**config.mk**
```make
export PLATFORM = sky130hd
export DESIGN_NAME = first_fit_heap_allocator_core
export DESIGN_NICKNAME = d
export VERILOG_FILES = /design/src/hdl/ffha_pkg.sv /design/src/hdl/ffha_ram.sv /design/src/hdl/first_fit_heap_allocator_core.sv
export SDC_FILE = /design/constraint.sdc
export NUM_CORES = 2
export LEC_CHECK = 0
export BUFFER_PORTS_ARGS = -buffer_cell sky130_fd_sc_hd__buf_4
export CAP_MARGIN = 15
export CORE_UTILIZATION = 40
export CTS_BUF_LIST = sky130_fd_sc_hd__clkbuf_4
export CTS_CLUSTER_DIAMETER = 80
export DETAILED_ROUTE_END_ITERATION = 6
export GPL_TIMING_DRIVEN = 0
export PLACE_DENSITY = 0.62
export REMOVE_ABC_BUFFERS = 1
export SYNTH_ARGS = -nofsm -noshare
export SYNTH_HDL_FRONTEND = slang
export SYNTH_SLANG_ARGS = --single-unit
```
**constraint.sdc**
```tcl
create_clock -name i_clk -period 9.2 [get_ports i_clk]
set_input_delay 0.46 -clock i_clk [delete_from_list [all_inputs] [get_ports i_clk]]
set_output_delay 0.46 -clock i_clk [all_outputs]
set_load 0.03 [all_outputs]
```
**src/hdl/ffha_pkg.sv**
```systemverilog
// Package: constants, types and state codes for the first-fit heap allocator.
package ffha_pkg;
    localparam int HEAP_BYTES   = 65536;
    localparam int MAX_BLOCKS   = 64;
    localparam int HEADER_BYTES = 24;
    localparam int ALIGN_BYTES  = 8;
    localparam int IDX_W = $clog2(MAX_BLOCKS);
    localparam int CNT_W = $clog2(MAX_BLOCKS + 1);
    localparam int SZ_W  = 17;
    localparam int ENT_W = SZ_W + 1;

    localparam logic [1:0] ST_OK      = 2'd0;
    localparam logic [1:0] ST_OOM     = 2'd1;
    localparam logic [1:0] ST_BADFREE = 2'd2;

    typedef enum logic [3:0] {
        S_IDLE,
        S_SCAN_RD,
        S_SCAN_CHK,
        S_GROW,
        S_SPLIT_RD,
        S_SPLIT_WR,
        S_SPLIT_END,
        S_CO_RD,
        S_CO_CHK,
        S_CO_SH_RD,
        S_CO_SH_WR,
        S_DONE
    } t_state;
endpackage

```
**src/hdl/ffha_ram.sv**
```systemverilog
// Generic single-port-write, one-read RAM with registered read data.
module ffha_ram #(
    parameter int WIDTH = 8,
    parameter int DEPTH = 16
) (
    input  logic                     i_clk,
    input  logic                     i_we,
    input  logic [$clog2(DEPTH)-1:0] i_waddr,
    input  logic [WIDTH-1:0]         i_wdata,
    input  logic [$clog2(DEPTH)-1:0] i_raddr,
    output logic [WIDTH-1:0]         o_rdata
);
    logic [WIDTH-1:0] r_mem [DEPTH];

    always_ff @(posedge i_clk) begin
        if (i_we) begin
            r_mem[i_waddr] <= i_wdata;
        end
        o_rdata <= r_mem[i_raddr];
    end
endmodule

```
**src/hdl/first_fit_heap_allocator_core.sv**
```systemverilog
// Top level: first-fit heap allocator with split and coalesce over a block table.
//
// The block table (size and free mark) sits in one RAM with a registered read.
// A request walks the table one entry at a time, reading it in S_SCAN_RD and
// checking it in S_SCAN_CHK; an allocate that finds no fit grows the heap in
// S_GROW. A split then shifts the tail up one entry at a time, and a free runs a
// coalesce pass from the freed entry, or from the free entry before it, to the
// end of the table, shifting later entries down one place for each merge.
// s_axis_tready is low from acceptance until the result moves into the output
// register; if the previous result is still waiting there, the finished item
// holds in its last step until that result is taken. A new item can be
// accepted while a result waits.
module first_fit_heap_allocator_core (
    input  logic        i_clk,
    input  logic        i_rst_n,
    input  logic        i_cfg_valid,
    output logic        o_cfg_ready,
    input  logic [16:0] i_cfg_data,
    input  logic        s_axis_tvalid,
    output logic        s_axis_tready,
    input  logic [31:0] s_axis_tdata,  // req_size[15:0], address[31:16]
    input  logic        s_axis_tuser,  // mode
    output logic        m_axis_tvalid,
    input  logic        m_axis_tready,
    output logic [23:0] m_axis_tdata   // status[1:0], address_out[17:2], zero pad
);
    localparam int IW = ffha_pkg::IDX_W;
    localparam int CW = ffha_pkg::CNT_W;
    localparam int SW = ffha_pkg::SZ_W;
    localparam int EW = ffha_pkg::ENT_W;

    ffha_pkg::t_state r_state, n_state;
    logic [16:0] r_limit;
    logic [CW-1:0] r_cnt, n_cnt;
    logic [SW-1:0] r_brk, n_brk;
    logic        r_mode;
    logic [SW-1:0] r_need;
    logic [15:0] r_addr;
    logic [CW-1:0] r_i, n_i;
    logic [CW-1:0] r_k, n_k;
    logic [SW-1:0] r_start, n_start;
    logic [SW-1:0] r_fsz, n_fsz;      // size of entry i (found / coalesce left)
    logic        r_ffree, n_ffree;
    logic        r_ovalid, n_ovalid;
    logic [1:0]  r_status, n_status;
    logic [15:0] r_aout, n_aout;
    logic [1:0]  r_ostat, n_ostat;
    logic [15:0] r_oaddr, n_oaddr;

    logic          we;
    logic [IW-1:0] waddr, raddr;
    logic [EW-1:0] wdata, rdata;
    logic [SW-1:0] rsz;
    logic          rfree;
    logic [SW-1:0] sum;               // shared adder
    logic [SW-1:0] add_a, add_b;
    logic [SW-1:0] eff_lim;
    logic [17:0]   need_w;

    ffha_ram #(.WIDTH(EW), .DEPTH(ffha_pkg::MAX_BLOCKS)) u_tab (
        .i_clk(i_clk), .i_we(we), .i_waddr(waddr), .i_wdata(wdata),
        .i_raddr(raddr), .o_rdata(rdata)
    );

    assign rsz   = rdata[SW-1:0];
    assign rfree = rdata[SW];
    assign sum   = add_a + add_b;
    assign eff_lim = (r_limit > SW'(ffha_pkg::HEAP_BYTES)) ? SW'(ffha_pkg::HEAP_BYTES)
                                                          : r_limit;
    assign need_w = (18'(s_axis_tdata[15:0]) + 18'(ffha_pkg::HEADER_BYTES)
                     + 18'(ffha_pkg::ALIGN_BYTES - 1))
                    & ~18'(ffha_pkg::ALIGN_BYTES - 1);

    assign o_cfg_ready   = (r_state == ffha_pkg::S_IDLE) && !r_ovalid;
    assign s_axis_tready = (r_state == ffha_pkg::S_IDLE);
    assign m_axis_tvalid = r_ovalid;
    assign m_axis_tdata  = {6'd0, r_oaddr, r_ostat};

    always_ff @(posedge i_clk) begin
        if (!i_rst_n) begin
            r_state  <= ffha_pkg::S_IDLE;
            r_limit  <= 17'd65536;
            r_cnt    <= '0;
            r_brk    <= '0;
            r_ovalid <= 1'b0;
        end else begin
            r_state  <= n_state;
            r_cnt    <= n_cnt;
            r_brk    <= n_brk;
            r_ovalid <= n_ovalid;
            if (i_cfg_valid && o_cfg_ready) begin
                r_limit <= i_cfg_data;
            end
        end
        if (s_axis_tvalid && s_axis_tready) begin
            r_mode <= s_axis_tuser;
            r_need <= need_w[SW-1:0];
            r_addr <= s_axis_tdata[31:16];
        end
        r_i     <= n_i;
        r_k     <= n_k;
        r_start <= n_start;
        r_fsz   <= n_fsz;
        r_ffree <= n_ffree;
        r_status <= n_status;
        r_aout  <= n_aout;
        r_ostat <= n_ostat;
        r_oaddr <= n_oaddr;
    end

    always_comb begin
        n_state = r_state;
        unique case (r_state)
            ffha_pkg::S_IDLE: begin
                if (s_axis_tvalid && s_axis_tready) begin
                    if (s_axis_tuser && s_axis_tdata[31:16] == 16'd0) begin
                        n_state = ffha_pkg::S_DONE;
                    end else begin
                        n_state = ffha_pkg::S_SCAN_RD;
                    end
                end
            end
            ffha_pkg::S_SCAN_RD: begin
                if (r_i >= r_cnt) begin
                    n_state = r_mode ? ffha_pkg::S_DONE : ffha_pkg::S_GROW;
                end else begin
                    n_state = ffha_pkg::S_SCAN_CHK;
                end
            end
            ffha_pkg::S_SCAN_CHK: begin
                if (!r_mode) begin
                    if (rfree && rsz >= r_need) begin
                        n_state = (rsz > r_need && r_cnt < CW'(ffha_pkg::MAX_BLOCKS))
                                  ? ffha_pkg::S_SPLIT_RD : ffha_pkg::S_DONE;
                    end else begin
                        n_state = ffha_pkg::S_SCAN_RD;
                    end
                end else if (r_start + SW'(ffha_pkg::HEADER_BYTES) == {1'b0, r_addr}) begin
                    n_state = rfree ? ffha_pkg::S_DONE : ffha_pkg::S_CO_RD;
                end else begin
                    n_state = ffha_pkg::S_SCAN_RD;
                end
            end
            ffha_pkg::S_GROW: n_state = ffha_pkg::S_DONE;
            ffha_pkg::S_SPLIT_RD: begin
                n_state = (r_k > r_i + CW'(1)) ? ffha_pkg::S_SPLIT_WR
                                               : ffha_pkg::S_SPLIT_END;
            end
            ffha_pkg::S_SPLIT_WR: n_state = ffha_pkg::S_SPLIT_RD;
            ffha_pkg::S_SPLIT_END: n_state = ffha_pkg::S_DONE;
            ffha_pkg::S_CO_RD: begin
                n_state = (r_i + CW'(1) < r_cnt) ? ffha_pkg::S_CO_CHK : ffha_pkg::S_DONE;
            end
            ffha_pkg::S_CO_CHK: begin
                n_state = (r_ffree && rfree) ? ffha_pkg::S_CO_SH_RD : ffha_pkg::S_CO_RD;
            end
            ffha_pkg::S_CO_SH_RD: begin
                n_state = (r_k + CW'(1) < r_cnt) ? ffha_pkg::S_CO_SH_WR
                                                 : ffha_pkg::S_CO_RD;
            end
            ffha_pkg::S_CO_SH_WR: n_state = ffha_pkg::S_CO_SH_RD;
            ffha_pkg::S_DONE: begin
                if (!r_ovalid || m_axis_tready) begin
                    n_state = ffha_pkg::S_IDLE;
                end
            end
            default: n_state = ffha_pkg::S_IDLE;
        endcase
    end

    always_comb begin
        n_cnt = r_cnt; n_brk = r_brk; n_i = r_i; n_k = r_k;
        n_start = r_start; n_fsz = r_fsz; n_ffree = r_ffree;
        n_status = r_status; n_aout = r_aout;
        n_ostat = r_ostat; n_oaddr = r_oaddr;
        n_ovalid = r_ovalid;
        we = 1'b0; waddr = r_i[IW-1:0]; wdata = '0; raddr = r_i[IW-1:0];
        add_a = r_start; add_b = rsz;
        if (r_ovalid && m_axis_tready) begin
            n_ovalid = 1'b0;
        end
        unique case (r_state)
            ffha_pkg::S_IDLE: begin
                n_i = '0; n_start = '0;
                n_status = ffha_pkg::ST_OK; n_aout = '0;
                if (s_axis_tvalid && s_axis_tready && s_axis_tuser) begin
                    n_status = ffha_pkg::ST_BADFREE;
                    if (s_axis_tdata[31:16] == 16'd0) begin
                        n_status = ffha_pkg::ST_OK;
                    end
                end
            end
            ffha_pkg::S_SCAN_RD: begin
                raddr = r_i[IW-1:0];
            end
            ffha_pkg::S_SCAN_CHK: begin
                n_fsz = rsz;
                n_ffree = rfree;
                if (!r_mode) begin
                    if (rfree && rsz >= r_need) begin
                        we = 1'b1; wdata = {1'b0, rsz};
                        if (rsz > r_need && r_cnt < CW'(ffha_pkg::MAX_BLOCKS)) begin
                            wdata = {1'b0, r_need};
                        end
                        n_status = ffha_pkg::ST_OK;
                        n_aout = 16'(r_start + SW'(ffha_pkg::HEADER_BYTES));
                        n_k = r_cnt;
                    end else begin
                        n_start = sum; n_i = r_i + CW'(1);
                    end
                end else if (r_start + SW'(ffha_pkg::HEADER_BYTES) == {1'b0, r_addr}) begin
                    if (!rfree) begin
                        we = 1'b1; wdata = {1'b1, rsz};
                        n_status = ffha_pkg::ST_OK;
                        n_ffree = 1'b1;
                        // free left neighbor: start the merge pass there
                        if (r_i != '0 && r_ffree) begin
                            n_i = r_i - CW'(1);
                            n_fsz = r_fsz;
                        end
                    end
                end else begin
                    n_start = sum; n_i = r_i + CW'(1);
                end
            end
            ffha_pkg::S_GROW: begin
                add_a = r_brk; add_b = r_need;
                if (r_cnt >= CW'(ffha_pkg::MAX_BLOCKS) || r_need > eff_lim
                        || r_brk > eff_lim - r_need) begin
                    n_status = ffha_pkg::ST_OOM; n_aout = '0;
                end else begin
                    we = 1'b1; waddr = r_cnt[IW-1:0]; wdata = {1'b0, r_need};
                    n_cnt = r_cnt + CW'(1);
                    n_brk = sum;
                    n_status = ffha_pkg::ST_OK;
                    n_aout = 16'(r_brk + SW'(ffha_pkg::HEADER_BYTES));
                end
            end
            ffha_pkg::S_SPLIT_RD: begin
                raddr = IW'(r_k - CW'(1));
            end
            ffha_pkg::S_SPLIT_WR: begin
                we = 1'b1; waddr = r_k[IW-1:0]; wdata = rdata;
                n_k = r_k - CW'(1);
            end
            ffha_pkg::S_SPLIT_END: begin
                we = 1'b1; waddr = IW'(r_i + CW'(1));
                wdata = {1'b1, r_fsz - r_need};
                n_cnt = r_cnt + CW'(1);
            end
            ffha_pkg::S_CO_RD: begin
                raddr = r_i[IW-1:0];
                if (r_i + CW'(1) < r_cnt) begin
                    raddr = IW'(r_i + CW'(1));
                end
            end
            ffha_pkg::S_CO_CHK: begin
                add_a = r_fsz; add_b = rsz;
                if (r_ffree && rfree) begin
                    we = 1'b1; waddr = r_i[IW-1:0]; wdata = {1'b1, sum};
                    n_fsz = sum;
                    n_k = r_i + CW'(1);
                end else begin
                    n_i = r_i + CW'(1);
                    n_fsz = rsz; n_ffree = rfree;
                end
            end
            ffha_pkg::S_CO_SH_RD: begin
                raddr = IW'(r_k + CW'(1));
                if (!(r_k + CW'(1) < r_cnt)) begin
                    n_cnt = r_cnt - CW'(1);
                end
            end
            ffha_pkg::S_CO_SH_WR: begin
                we = 1'b1; waddr = r_k[IW-1:0]; wdata = rdata;
                n_k = r_k + CW'(1);
            end
            ffha_pkg::S_DONE: begin
                if (!r_ovalid || m_axis_tready) begin
                    n_ovalid = 1'b1;
                    n_ostat = r_status;
                    n_oaddr = r_aout;
                end
            end
            default: ;
        endcase
    end
endmodule

```
# After elaboration in Yosys (flattened, before gate mapping)
# Memory sizes are Yosys's and may differ from the RTL's. A register that Yosys moved wholly into a read port is not among the register bits.
# Index checks and enable logic that the tools add are counted.
# op_classes
bitwise_logic	1
n_eq_ne	28
mul	0
n_reduce_logical	37
n_div	0
n_lt_le_gt_ge	11
n_mux	82
shifts	0
n_addsub	13
# op_table
cell	count
17-bit two-way mux	13
17-bit one-hot mux with 2 select lines	3
18-bit one-hot mux with 5 select lines	1
7-bit two-way mux	11
18-bit two-way mux	4
17-bit greater-than comparator	3
16-bit two-way mux	3
4-bit two-way mux	12
16-bit one-hot mux with 3 select lines	1
4-bit one-hot mux with 11 select lines	1
7-bit one-hot mux with 3 select lines	2
6-bit one-hot mux with 3 select lines	2
17-bit subtractor	2
7-bit one-hot mux with 4 select lines	1
7-bit by 1-bit adder with 7-bit output (second input constant)	3
7-bit by 1-bit subtractor with 7-bit output (second input constant)	3
16-bit by 5-bit adder with 17-bit output (second input constant)	1
17-bit adder	1
17-bit by 3-bit adder with 17-bit output (second input constant)	1
17-bit by 5-bit adder with 17-bit output (second input constant)	1
17-bit by 16-bit equality test with 1-bit output	1
17-bit >= comparator	1
17-bit greater-than comparator (second input constant)	1
16-bit by 5-bit adder with 16-bit output (second input constant)	1
other kinds (36)	99
# totals
ram_bits	1152
mem_count	1
rom_bits	0
ff_bits	162
latchBits	0
# memory_table
name	depth	word_bits	rd	rd_clocked_by_memory_dff	wr	line_no	source
u_tab.r_mem	64	18	1	1	1	ffha_ram.sv:13	logic [WIDTH-1:0] r_mem [DEPTH];

# Depth between registers and ports, before layout
# depth
word_depth	9
depth_mapped	26

# Hierarchy
# From an unflattened synthesis, not the netlist that was laid out.
# unflattened
cells_unflattened	3486
hier_area_um2	57450.1
# modules_own_cells
module	area_each_um2	seq_area_each_um2	instances	cells_each
ffha_ram	44930.6	34953.5	1	2065
first_fit_heap_allocator_core	12519.5	4404.2	1	1421

# Worst setup path before layout
# OpenSTA, ideal clock, no wires.
# synth_path
path_type	reg-to-reg
from	register r_limit[16]
to	memory u_tab.r_mem[61][0] (netlist bit) (enable)
arrival_ns	6.494
setup_time_ns	0.446
t_required_ns	8.754
path_buffers	1
slack_ns	2.260
stages_incl_launch_ff	26
period_less_slack_ns	6.940
path_cell_list	dfxtp_1 > inv_1 > a41oi_1 > nor2b_1 > ha_1 > nor2b_1 > o21ai_0 > a21oi_1 > o21ai_0 > a21oi_1 > o21ai_0 > a21o_1 > a21oi_1 > and4_1 > nor3_1 > ha_1 > nand4_1 > nor2_1 > o31ai_1 > o211ai_1 > a21oi_2 > and2_1 > buf_2 > a221o_2 > nand3_1 > nor4b_1
# synth_via
elab_chain_len	9
word_cells_on_any_way	13
cone_classes	1 x add/sub; 3 x order compare; 7 x mux; 2 x reduce/logical
# synth_lines
element	line_no	source
from (decl)	first_fit_heap_allocator_core.sv:33	logic [16:0] r_limit;
from (signal assigned)	first_fit_heap_allocator_core.sv:92	r_limit <= i_cfg_data;
17-bit greater-than comparator	first_fit_heap_allocator_core.sv:68	assign eff_lim = (r_limit > SW'(ffha_pkg::HEAP_BYTES)) ? SW'(ffha_pkg::HEAP_BYTES)
17-bit two-way mux (*)	first_fit_heap_allocator_core.sv:68	
17-bit subtractor or 17-bit greater-than comparator (tied branches)	first_fit_heap_allocator_core.sv:229, first_fit_heap_allocator_core.sv:228	
17-bit greater-than comparator or 1-bit logical OR (tied branches)	first_fit_heap_allocator_core.sv:229, first_fit_heap_allocator_core.sv:228	
1-bit logical OR (*)	first_fit_heap_allocator_core.sv:229	|| r_brk > eff_lim - r_need) begin
1-bit two-way mux	first_fit_heap_allocator_core.sv:228	if (r_cnt >= CW'(ffha_pkg::MAX_BLOCKS) || r_need > eff_lim
1-bit one-hot mux with 4 select lines	first_fit_heap_allocator_core.sv:182	unique case (r_state)
1-bit two-way mux	ffha_ram.sv:16	if (i_we) begin
1-bit two-way mux (implied by the code)	ffha_ram.sv:17	r_mem[i_waddr] <= i_wdata;
to (decl)	ffha_ram.sv:13	
# Every way passes the cells marked *; elsewhere a longest branch is shown, timed or not.

# Final worst setup path
# layout_path
from	register r_limit[16]
to	memory u_tab.r_mem[62][5] (netlist bit) (enable)
# The elaborated chain is that of the path after synthesis.

==> run summary <==
The count of buffers from port buffering is 75, and the critical path required time is 10.07 ns. The sequential-to-total area share from yosys stat is 0.676, and the count of nets after finishing is 5189. After technology mapping, the gate count stands at 4521. The distinct cell type count of the synthesized netlist was 99.

The launching element type of the critical path is a flip-flop. For this run, design rule violations remaining after detail routing come to 22. Across all layers, the routed design uses 40.3k vias.

Summed over all layers, the routed wires come to 167000 microns. The count of cells in the finished layout, fillers not included, comes to 7162. Summing all non-filler instances in the final layout gives an area of 69400 sq um. The run gives 0.404 as the starting utilization of the core area. The H-tree generated during clock tree synthesis spans 5 levels. After clock tree synthesis, the clock-pin slew on the worst setup and hold paths is 0.07 ns. Counting flops and latches in the post-synthesis netlist gives 1332. The logs give 0.150 for the worst relative slew slack and 20000 uW for the post-route total power. The logs give 356 for the number of buffers created by CTS and 6421 for the cell count after placement. The tools report the arrival time at the worst endpoint as 9.23 ns. The floorplan has 139 rows. The library cell used most frequently in the layout, excluding fill and tap cells, is sky130_fd_sc_hd__edfxtp_1. Static timing analysis puts the maximum clock frequency at 120 MHz.

The logs give 4540 for the initial detailed-routing violation count and 0.106 ns for the worst clock skew on the final layout. Routability-driven placement finished with a final weighted congestion of 0.889. Entering global routing, the biggest net connects 65 pins. The number of enable-type register cells in the synthesized netlist works out to 1268. The mean area per synthesized cell was 12.9 sq um; the number of synthesis warnings was 0.

The via density per instance works out to 5.63. Total global-route track usage: 0.225. The type of the worst min-delay path was primary input to flip-flop. For the pin with the worst max-slew slack, the measured transition is 1.27 ns. The final reports fail on DRC.

The number of antenna violations at the first check in global routing is 4, and the number of detailed-routing iterations run before antenna repair is 7. The tools report the worst flop-to-flop path startpoint as r_limit[16]$_SDFFE_PN1P_. Launch point of the worst path: r_limit[16]$_SDFFE_PN1P_. The critical path endpoint is u_tab.r_mem[62][5]$_DFFE_PP_. CTS placed an instance of sky130_fd_sc_hd__clkbuf_4 at the clock tree root. At the later pin of the worst-skew pair, clock insertion delay measures 1.26 ns. Across the run, the number of max-cap violations was 0. The first global-routing pass estimated 248000 microns of wire.

The number of cells on the worst reg-to-reg path is 26. The run gives 0.84 ns as the register-to-register setup slack. For the overflow left after global routing, the log shows 0. The worst setup path is captured at a flip-flop. In this run the vertical extent of the chip is 384 microns. For the worst hold slack, the log shows 0.165 ns. In this run the count of I/O pins placed on the die edge is 82. The flow ran to the end, but the final reports show violations. The floorplan step defined a die boundary enclosing 147000 sq um. From synthesis to final layout, the design area changed by 19.2%. The count of nets left with antenna violations once routing finished came out at 0. In this run the worst path has a maximum fanout of 11. The tools report the clock sink total as 1332. The via count of the first global-routing pass is 39.2k. The final routed wire length divided by cell count is 23.3 microns. The worst-path cell with the longest stage delay is sky130_fd_sc_hd__nor4b_2. The floorplan step defined a core boundary enclosing 144000 sq um.

After detailed placement, the total cell area comes to 63700 sq um. The final period utilization works out to 0.909. On the worst path, the slowest cell contributes a delay of 0.84 ns.

For the leakage power of the design, the log shows 0.0247 uW. Setup total negative slack on the finished layout was measured at 0 ns. IR analysis of the VDD net gives a maximum drop of 0.000226 V. In the layout the commonest cells are sky130_fd_sc_hd__edfxtp_1 (1268), sky130_fd_sc_hd__nand2_1 (1001), sky130_fd_sc_hd__clkbuf_4 (516). TritonCTS built the clock tree. The critical setup path kind is flip-flop to flip-flop. The summed instance area of the synthesized netlist was 58200 sq um. The run gives 0 as the max-slew violation count. For this run, the leading register cell type out of synthesis is sky130_fd_sc_hd__edfxtp_1. Setup violations remaining at the end of the flow were counted as 0. The maximum count of clock buffers along a single path is 4, and the share of post-route cells with drive strength above 1 is 0.185. The fraction of synthesis flops using an asynchronous set or reset pin was 0; the final count of hold timing violations was 0. The worst path needs 8.36 ns of the cycle, external delays included. The chip width works out to 384 microns. After legalization and detailed placement, the total HPWL measured 110000 microns. Setup repair after global routing left no endpoint under its margin. Destination of the worst register-to-register timing path: u_tab.r_mem[62][5]$_DFFE_PP_.

For this design the ratio of total power to cell area is 289 nW/um^2.
[power by group]
part	total [uW]	switching, uW	internal [uW]
Clock	4980	2350	2630
Combinational	7640	5000	2640
Sequential	7400	331	7070
[cells in the mapped netlist, types with 20 or more instances]
cell type                   count  area (sq um)
sky130_fd_sc_hd__xor2_1        43           377
sky130_fd_sc_hd__ha_1         112          1400
sky130_fd_sc_hd__dfxtp_1       64          1280
sky130_fd_sc_hd__nor2b_1       36           225
sky130_fd_sc_hd__and3_1        45           282
sky130_fd_sc_hd__xnor2_1       57           499
sky130_fd_sc_hd__a21boi_0      22           165
sky130_fd_sc_hd__a21o_1        30           225
sky130_fd_sc_hd__a21oi_1       99           495
sky130_fd_sc_hd__o21ai_0       72           360
sky130_fd_sc_hd__nand2b_1      20           125
sky130_fd_sc_hd__nor2_1       150           563
sky130_fd_sc_hd__a31oi_1       43           269
sky130_fd_sc_hd__inv_1         68           255
sky130_fd_sc_hd__a32oi_1       71           622
sky130_fd_sc_hd__mux4_2        40           901
sky130_fd_sc_hd__buf_2         81           405
sky130_fd_sc_hd__a22oi_1       22           165
sky130_fd_sc_hd__nand3_1      352          1760
sky130_fd_sc_hd__nand2_1     1010          3790
sky130_fd_sc_hd__o2111ai_1     34           298
sky130_fd_sc_hd__and2_1        25           156
sky130_fd_sc_hd__or3_1         27           169
sky130_fd_sc_hd__nand4_1      152           951
sky130_fd_sc_hd__mux2i_1      100          1000
sky130_fd_sc_hd__edfxtp_1    1268         38100
sky130_fd_sc_hd__clkbuf_1     144           541
sky130_fd_sc_hd__nor3_1        38           190
[registers in the layout (all words and copies together), names as in the netlist, 7 cells and up]
name and cells:
r_k 7, r_brk 17, u_tab.r_mem 1152, r_need 14
r_oaddr 16, r_limit 17, r_aout 16, u_tab.o_rdata 18
r_addr 16, r_i 7, r_cnt 7, r_fsz 17
r_start 17
[area by class of cell]
cell class	instances	area (sq um)
Fill cell	12400	74600
Sequential cell	1332	39400
Multi-Input combinational cell	2865	18000
Timing Repair Buffer	394	5130
Clock buffer	516	3870
Tap cell	1903	2380
Clock inverter	77	382
Inverter	69	262
Antenna cell	6	15.0
[routing by layer]
| layer | global-route usage | share of wire |
|---|---|---|
| met1 | 0.305 | 0.41 |
| met2 | 0.356 | 0.47 |
| met3 | 0.0440 | 0.084 |
| met4 | 0.0902 | 0.033 |
| met5 | 0 | 0 |
[cell families (layout without fill, tap and decap cells)]
| logic type | count (synthesis) | in the layout | share of synthesized area |
|---|---|---|---|
| AO/OA/AOI/OAI | 564 | 564 | 0.0699 |
| other | 1 | 12 | 0.0000644 |
| XOR/XNOR | 107 | 107 | 0.0178 |
| AND/OR/NAND/NOR | 1929 | 1929 | 0.153 |
| flip-flops | 1332 | 1332 | 0.676 |
| adder cells (fa/ha/maj) | 116 | 116 | 0.0254 |
| buffers and inverters | 329 | 1056 | 0.0250 |
| multiplexers | 143 | 143 | 0.0333 |
[worst min-delay path by stage]
stage	start	endpoint	slack, ns	cells after the start
floorplan	r_aout[0]$_DFFE_PP_	r_oaddr[0]$_DFFE_PP_	0.40	0
global placement	r_aout[12]$_DFFE_PP_	r_oaddr[12]$_DFFE_PP_	0.40	0
detailed placement	r_aout[4]$_DFFE_PP_	r_oaddr[4]$_DFFE_PP_	0.41	0
CTS	s_axis_tuser	r_status[1]$_DFFE_PP_	0.04	4
global route	s_axis_tdata[12]	r_need[12]$_DFFE_PP_	0.09	3
finish	s_axis_tuser	r_status[1]$_DFFE_PP_	0.17	4
[critical path, delay by kind of cell (launching register included)]
kind,cells,cell delay [ns]
flip-flops,1,0.51
buffers and inverters,3,0.66
AND/OR/NAND/NOR,8,2.59
adder cells (fa/ha/maj),2,0.63
AO/OA/AOI/OAI,13,3.61
[per-stage QoR]
step	utilization	setup WS, ns
2_1_floorplan	-	-14.63
5_1_grt	0.482	0.282
4_1_cts	0.481	0.592
3_5_place_dp	0.442	0.676
3_3_place_gp	0.417	-28.77
6_report	0.482	0.841
[repair_timing]
action | 4_1_cts | 5_1_grt
endpoints found under the hold margin | 84 | 0
gates resized for setup | 0 | 0
hold buffers | 139 | 0
setup buffers | 0 | 0
Power figures use the tool's default switching activity.
